===== config.mk =====
export PLATFORM = sky130hd
export DESIGN_NAME = spectrum_bar_peak_decimator
export DESIGN_NICKNAME = d
export VERILOG_FILES = /design/src/rtl/spbd_pkg.sv /design/src/rtl/spbd_track.sv /design/src/rtl/spbd_scale.sv /design/src/rtl/spectrum_bar_peak_decimator.sv
export SDC_FILE = /design/constraint.sdc
export NUM_CORES = 1
export LEC_CHECK = 0
export BUFFER_PORTS_ARGS = -buffer_cell sky130_fd_sc_hd__buf_2
export CAP_MARGIN = 20
export CORE_ASPECT_RATIO = 0.6
export CORE_MARGIN = 1
export CORE_UTILIZATION = 30
export DETAILED_ROUTE_END_ITERATION = 10
export PLACE_DENSITY = 0.52
export SETUP_SLACK_MARGIN = 0.4
export SYNTH_ARGS = -nofsm -noshare
export SYNTH_HDL_FRONTEND = slang
export SYNTH_SLANG_ARGS = --single-unit
export TNS_END_PERCENT = 1

===== constraint.sdc =====
create_clock -name clk -period 31.6 [get_ports clk]
set_input_delay 6.32 -clock clk [delete_from_list [all_inputs] [get_ports clk]]
set_output_delay 6.32 -clock clk [all_outputs]
set_load 0.01 [all_outputs]

===== src/rtl/spbd_pkg.sv =====
// Package for the spectrum bar peak decimator: payload structs, register
// indexes, reset values and field widths. No dependencies.
`default_nettype none

package spbd_pkg;

  localparam int unsigned MAG_W     = 15;
  localparam int unsigned PIX_W     = 11;
  localparam int unsigned STEP_W    = 27;
  localparam int unsigned MARGIN_W  = 8;
  localparam int unsigned CFG_IDX_W = 2;
  localparam int unsigned CFG_DAT_W = STEP_W;

  // Full scale of a Q15 magnitude, the divisor of the height scaling.
  localparam logic [MAG_W-1:0] FULL_SCALE = 15'd32767;
  localparam logic [PIX_W-1:0] PIX_MAX    = 11'd2047;

  // Register indexes on the configuration port.
  localparam logic [CFG_IDX_W-1:0] REG_BAR_STEP    = 2'd0;
  localparam logic [CFG_IDX_W-1:0] REG_PLOT_HEIGHT = 2'd1;
  localparam logic [CFG_IDX_W-1:0] REG_LEFT_MARGIN = 2'd2;

  // Reset values of the registers.
  localparam logic [STEP_W-1:0]   BAR_STEP_RST    = 27'd131072;
  localparam logic [PIX_W-1:0]    PLOT_HEIGHT_RST = 11'd240;
  localparam logic [MARGIN_W-1:0] LEFT_MARGIN_RST = 8'd6;

  typedef struct packed {
    logic [MAG_W-1:0] magnitude;
    logic             frame_start;
  } spbd_in_t;

  typedef struct packed {
    logic [PIX_W-1:0] bar_x;
    logic [PIX_W-1:0] bar_width;
    logic [PIX_W-1:0] bar_height;
    logic [PIX_W-1:0] bar_top;
    logic             draw;
  } spbd_out_t;

  // A bar that has been decided on but not yet scaled.
  typedef struct packed {
    logic [PIX_W-1:0] x;
    logic [PIX_W-1:0] width;
    logic [MAG_W-1:0] peak;
  } spbd_bar_t;

endpackage

`default_nettype wire


===== src/rtl/spbd_track.sv =====
// Input register and position/peak tracking stage of the bar decimator.
// Depends on spbd_pkg.
`default_nettype none

module spbd_track #(
  parameter int unsigned FRACTION_BITS = 17
) (
  input  wire                               clk,
  input  wire                               rst,
  input  wire                               in_valid,
  output logic                              in_ready,
  input  spbd_pkg::spbd_in_t                in_data,
  input  wire  [spbd_pkg::STEP_W-1:0]       bar_step,
  input  wire  [spbd_pkg::MARGIN_W-1:0]     left_margin,
  output logic                              bar_valid,
  input  wire                               bar_ready,
  output spbd_pkg::spbd_bar_t               bar_data
);
  import spbd_pkg::*;

  localparam int unsigned POS_W = STEP_W + 1;

  // Input register.
  logic     item_valid;
  spbd_in_t item;

  // Tracking state.
  logic [FRACTION_BITS-1:0] position_fraction;
  logic [MAG_W-1:0]         running_peak;
  logic [PIX_W-1:0]         next_bar_x;

  logic                     advance;
  logic [MAG_W-1:0]         peak_now;
  logic [FRACTION_BITS-1:0] frac_base;
  logic [PIX_W-1:0]         x_base;
  logic [POS_W-1:0]         pos;
  logic [POS_W-1:0]         whole;
  logic [PIX_W-1:0]         width_sat;
  logic                     emit;

  assign advance  = item_valid && (!bar_valid || bar_ready);
  assign in_ready = !item_valid || advance;

  always_comb begin
    if (item.frame_start) begin
      peak_now  = item.magnitude;
      frac_base = '0;
      x_base    = PIX_W'(left_margin);
    end else begin
      peak_now  = (item.magnitude > running_peak) ? item.magnitude : running_peak;
      frac_base = position_fraction;
      x_base    = next_bar_x;
    end
    pos       = POS_W'(frac_base) + POS_W'(bar_step);
    whole     = pos >> FRACTION_BITS;
    emit      = (whole != '0);
    width_sat = (whole > POS_W'(PIX_MAX)) ? PIX_MAX : whole[PIX_W-1:0];
  end

  always_ff @(posedge clk) begin
    if (rst) begin
      item_valid        <= 1'b0;
      bar_valid         <= 1'b0;
      position_fraction <= '0;
      running_peak      <= '0;
      next_bar_x        <= PIX_W'(LEFT_MARGIN_RST);
    end else begin
      if (in_ready) begin
        item_valid <= in_valid;
      end
      if (advance) begin
        bar_valid         <= emit;
        position_fraction <= pos[FRACTION_BITS-1:0];
        if (emit) begin
          running_peak <= '0;
          next_bar_x   <= x_base + width_sat;
        end else begin
          running_peak <= peak_now;
          next_bar_x   <= x_base;
        end
      end else if (bar_ready) begin
        bar_valid <= 1'b0;
      end
    end
  end

  always_ff @(posedge clk) begin
    if (in_ready && in_valid) begin
      item <= in_data;
    end
    if (advance && emit) begin
      bar_data.x     <= x_base;
      bar_data.width <= width_sat;
      bar_data.peak  <= peak_now;
    end
  end

endmodule

`default_nettype wire


===== src/rtl/spbd_scale.sv =====
// Height scaling and result register of the bar decimator: one 11x15
// multiply, an exact divide by 32767 and the clamp. Depends on spbd_pkg.
`default_nettype none

module spbd_scale (
  input  wire                          clk,
  input  wire                          rst,
  input  wire                          bar_valid,
  output logic                         bar_ready,
  input  spbd_pkg::spbd_bar_t          bar_data,
  input  wire  [spbd_pkg::PIX_W-1:0]   plot_height,
  output logic                         out_valid,
  input  wire                          out_ready,
  output spbd_pkg::spbd_out_t          out_data
);
  import spbd_pkg::*;

  localparam int unsigned PROD_W = PIX_W + MAG_W;

  logic [PROD_W-1:0] prod;
  logic [PIX_W-1:0]  quot0;
  logic [MAG_W:0]    rem;
  logic [PIX_W-1:0]  quot;
  logic [PIX_W-1:0]  height;

  // Division by 2^15-1: quotient estimate prod>>15, remainder
  // (prod mod 2^15) + estimate stays below twice the divisor, so one
  // compare corrects it.
  always_comb begin
    prod   = PROD_W'(plot_height) * PROD_W'(bar_data.peak);
    quot0  = prod[PROD_W-1:MAG_W];
    rem    = {1'b0, prod[MAG_W-1:0]} + (MAG_W+1)'(quot0);
    quot   = (rem >= {1'b0, FULL_SCALE}) ? quot0 + 1'b1 : quot0;
    height = (quot >= plot_height) ? plot_height : quot;
  end

  assign bar_ready = !out_valid || out_ready;

  always_ff @(posedge clk) begin
    if (rst) begin
      out_valid <= 1'b0;
    end else if (bar_ready) begin
      out_valid <= bar_valid;
    end
  end

  always_ff @(posedge clk) begin
    if (bar_ready && bar_valid) begin
      out_data.bar_x      <= bar_data.x;
      out_data.bar_width  <= bar_data.width;
      out_data.bar_height <= height;
      out_data.bar_top    <= plot_height - height;
      out_data.draw       <= (height != '0);
    end
  end

endmodule

`default_nettype wire


===== src/rtl/spectrum_bar_peak_decimator.sv =====
// Top level of the spectrum bar peak decimator: configuration registers
// and the two pipeline stages. Depends on spbd_pkg, spbd_track, spbd_scale.
`default_nettype none

// The block takes one spectrum magnitude per transfer and one transfer per
// clock cycle at full rate; an item passes an input register, a tracking
// stage that advances the fractional position and keeps the peak, and a
// scaling stage with one multiplier feeding the result register, so a bar
// is offered once the sample that completes it has passed through all of them.
// Samples that complete no bar produce no result transfer. Back-pressure
// on the result side propagates through the stages, each of which still
// takes a new item in the cycle its content moves on. Bar height is
// plot_height * peak / 32767, computed exactly and clamped to plot_height.
// A sample flagged as frame start clears the position fraction, returns
// the x position to left_margin and starts the peak at that sample.
// Registers are written through cfg_write/cfg_index/cfg_data: index 0 is
// bar_step, 1 is plot_height, 2 is left_margin; other indexes are ignored.
// They should only be written while no item is in flight.

module spectrum_bar_peak_decimator #(
  parameter int unsigned FRACTION_BITS = 17
) (
  input  wire                                clk,
  input  wire                                rst,
  input  wire                                in_valid,
  output logic                               in_ready,
  input  spbd_pkg::spbd_in_t                 in_data,
  output logic                               out_valid,
  input  wire                                out_ready,
  output spbd_pkg::spbd_out_t                out_data,
  input  wire                                cfg_write,
  input  wire  [spbd_pkg::CFG_IDX_W-1:0]     cfg_index,
  input  wire  [spbd_pkg::CFG_DAT_W-1:0]     cfg_data
);
  import spbd_pkg::*;

  logic [STEP_W-1:0]   bar_step;
  logic [PIX_W-1:0]    plot_height;
  logic [MARGIN_W-1:0] left_margin;

  logic      bar_valid;
  logic      bar_ready;
  spbd_bar_t bar_data;

  // Configuration registers; an unknown index leaves them all unchanged.
  always_ff @(posedge clk) begin
    if (rst) begin
      bar_step    <= BAR_STEP_RST;
      plot_height <= PLOT_HEIGHT_RST;
      left_margin <= LEFT_MARGIN_RST;
    end else if (cfg_write) begin
      case (cfg_index)
        REG_BAR_STEP:    bar_step    <= cfg_data[STEP_W-1:0];
        REG_PLOT_HEIGHT: plot_height <= cfg_data[PIX_W-1:0];
        REG_LEFT_MARGIN: left_margin <= cfg_data[MARGIN_W-1:0];
        default: ;
      endcase
    end
  end

  // Position accumulation, peak tracking and the decision to emit a bar.
  spbd_track #(
    .FRACTION_BITS(FRACTION_BITS)
  ) u_track (
    .clk         (clk),
    .rst         (rst),
    .in_valid    (in_valid),
    .in_ready    (in_ready),
    .in_data     (in_data),
    .bar_step    (bar_step),
    .left_margin (left_margin),
    .bar_valid   (bar_valid),
    .bar_ready   (bar_ready),
    .bar_data    (bar_data)
  );

  // Height scaling and the result register.
  spbd_scale u_scale (
    .clk         (clk),
    .rst         (rst),
    .bar_valid   (bar_valid),
    .bar_ready   (bar_ready),
    .bar_data    (bar_data),
    .plot_height (plot_height),
    .out_valid   (out_valid),
    .out_ready   (out_ready),
    .out_data    (out_data)
  );

endmodule

`default_nettype wire


==> flow_summary.ini <==
[synth]
syn_nets = 2016
syn_area_um2 = 15700
ys.flop_type = edfxtp_1
ys_ff_latch = 190
syn_inst = 1712
yosys.area.top_type = edfxtp_1
ys_warn_count = 0
yosys.area.top_type_share_pct = 18.8
synth_cell_types = 75
postSynthAreaPerCell_um2 = 9.16
yosysSeqAreaShare_pct = 30.5
synthArstFlopShare_pct = 0
synth.area.top_cells = edfxtp_1 19%, fa_1 15%, dfxtp_1 12%, ha_1 11%, nand2_1 6.0%
synth-edff-count = 98

[timing]
rsz0062_at_grt = no
worst_pin_slew_ns = 1.03
fmax_mhz = 71.9
fin_crit_ns = 13.91
clock-skew-final_ns = 0.0181
setup_viol = 0
hold_viol = 0
setup_ws_ns = 17.69
max-slew-margin-rel_pct = 31.1
min_period_over_period_pct = 44.0
slew_viol_final = 0
setup_tns_ns = 0

[critical_path]
cp-end-kind = flip-flop
r2r-end = u_scale.out_data[11]
critPathArrivalTime_ns = 14.12
cpPeakStageDelay_ns = 0.89
rrSetupSlack_ns = 17.69
worstReg2RegStart = plot_height[5]
crit_type = reg2reg
worstPathRequired_ns = 31.81
crit_fanout = 20
slowest_stage = dfxtp_1
r2r_cells = 45
crit_path_start_kind = flip-flop
crit_top_cell = inv_1

[pwr]
p_total_w = 0.00147
power_per_cell_area_nw_per_um2 = 84.3
p_leak_nw = 7.70
ir_drop_mv = 0.0520

[clock_network]
cts_max_path_buffers = 2
cts.sinks = 190
cts_tree = built
cts.hold.buffers_added = 0
path_clk_slew_ns = 0.08
numCtsBuffers = 17
cts_max_level = 4
post_cts_resized = 0
cts-root-buf = clkbuf_16
insertion_delay_ns = 0.46
post_cts_buffers = 0

[floorplan]
die_x_um = 297
die_h_um = 179
rows = 64
pin_count = 97
initial_core_util_pct = 30.6
design.core.area_um2 = 51300
dieArea_um2 = 53200

[global_routing]
overflow = 0
grt_usage_pct = 14.9
antenna_found_initial = 0
grt_pass1_wl_um = 62000
grt_max_degree = 74
first_global_vias = 11300

[detailed_routing]
ant_nets = 0
drc_errors = 0
vias = 11900
first_iter_violations = 769
vias_per_cell = 4.80
drt_first_pass_iters = 5
wirelength_um = 38900
wl_per_cell_um = 15.7

[outcome]
status = finished, final reports clean

[final_layout]
final.fill_count = 5296
antenna_cells = 0
final_nets = 2069
area_growth_pct = 11.4
fin_util_pct = 34.0
drive_gt1_share_pct = 10.7
stdcell_count = 2471

[placement]
post-place-ws_ns = 18.01
dp_cells = 2438
portBuffers = 96
gp_congestion = 0.911
dpl.hpwl_um = 31000

[run]
max_cap_viol_count = 0

[hold_path]
hp-start = u_track.bar_data[32]
min_path_type = reg2reg
hold_path_end = u_scale.out_data[40]
worstHoldPathCells = 0
flip-flops by register name (all words and copies together), names as in the netlist:
signal	count
u_track.bar_valid	1
u_track.item_valid	1
u_track.running_peak	15
u_scale.out_data	45
u_track.bar_data	37
u_track.next_bar_x	11
u_scale.out_valid	1
u_track.item	16
plot_height	11
left_margin	8
bar_step	27
u_track.position_fraction	17
worst max path at each step:
stage	cells past startpoint	from	slack, ns	endpoint
final	45	plot_height[5]	17.69	u_scale.out_data[11]
after global routing	44	plot_height[3]	16.85	u_scale.out_data[11]
after CTS	44	plot_height[3]	18.00	u_scale.out_data[11]
after detailed placement	43	plot_height[9]	18.01	u_scale.out_data[11]
after global placement	4	out_ready	18.20	in_ready
after floorplan	2	out_ready	18.57	in_ready
Yosys cell counts (12+ instances only):
| master | instances |
|---|---|
| clkbuf_1 | 70 |
| dfxtp_1 | 92 |
| xor2_1 | 17 |
| xnor2_1 | 48 |
| nor3_1 | 16 |
| o211ai_1 | 14 |
| fa_1 | 119 |
| o21ai_0 | 38 |
| edfxtp_1 | 98 |
| inv_1 | 210 |
| and2_1 | 84 |
| mux2_2 | 25 |
| nand2_1 | 250 |
| a211oi_1 | 16 |
| o21a_1 | 20 |
| nand3_1 | 17 |
| nor2_1 | 92 |
| a31oi_1 | 22 |
| nor2b_1 | 30 |
| a21oi_1 | 107 |
| nand4_1 | 12 |
| nand2b_1 | 13 |
| a21o_1 | 22 |
| ha_1 | 135 |
| mux2i_1 | 17 |
layout by cell type, fill, tap and decap left out, drive strengths merged, types with 18 or more instances in the layout:
cell type  Yosys  layout
nand2        250     250
inv          210     216
ha           135     135
fa           119     119
buf            7     110
a21oi        107     107
edfxtp        98      98
nor2          92      92
dfxtp         92      92
and2          84      84
xnor2         51      51
o21ai         41      41
nor2b         30      30
mux2          25      25
a31oi         23      23
a21o          22      22
o21a          20      20
clkbuf        70      18
a211oi        18      18
area by class of cell:
type,instances,area (µm²),share of cell area (%)
clock buffer,17,425,2.43
clock inverter,15,173,0.988
inverter,210,788,4.51
tap,693,867,4.96
timing repair buffer,111,591,3.38
sequential,190,4780,27.4
multi-input combinational,1235,9850,56.3
stage by stage:
step / hold WS [ns] / cell area, µm²
final: 0.423 / 17500
after global routing: 0.428 / 17500
after CTS: 0.424 / 17500
after detailed placement: 0.406 / 16900
after global placement: 0.409 / 16900
after floorplan: 0.400 / 15700
layer usage:
metal	wire [µm]	global-route usage [%]
met5	0	0
met4	238	2.13
met2	14600	20.1
met3	2450	3.77
met1	21600	23.5
power breakdown:
group / switching, W / total [W] / internal [W] / leakage (nW)
Combinational: 0.000573 / 0.000934 / 0.000360 / 5.76
Clock: 0.000109 / 0.000222 / 0.000113 / 0.285
Sequential: 0.0000126 / 0.000318 / 0.000305 / 1.66
Total: 0.000695 / 0.00147 / 0.000778 / 7.70
logic make-up after synthesis:
family          after synthesis  share of synthesized area (%)
mux                          42                           2.88
flops                       190                           30.5
compound gates              306                           12.8
buf+inv                     287                           6.87
simple gates                565                           17.1
fa+ha+maj                   254                           25.9
xor+xnor                     68                           3.94
critical path, delay by kind of cell, from the launching register on:
| kind | cells | cell delay [ns] |
|---|---|---|
| and+or+nand+nor | 11 | 3.48 |
| adders and majority gates | 10 | 4.21 |
| xor gates and xnor gates | 2 | 0.40 |
| AOI/OAI and AO/OA | 16 | 4.21 |
| DFF | 1 | 0.89 |
| buffers and inverters | 6 | 0.39 |
(Power assumes the default switching activity.)
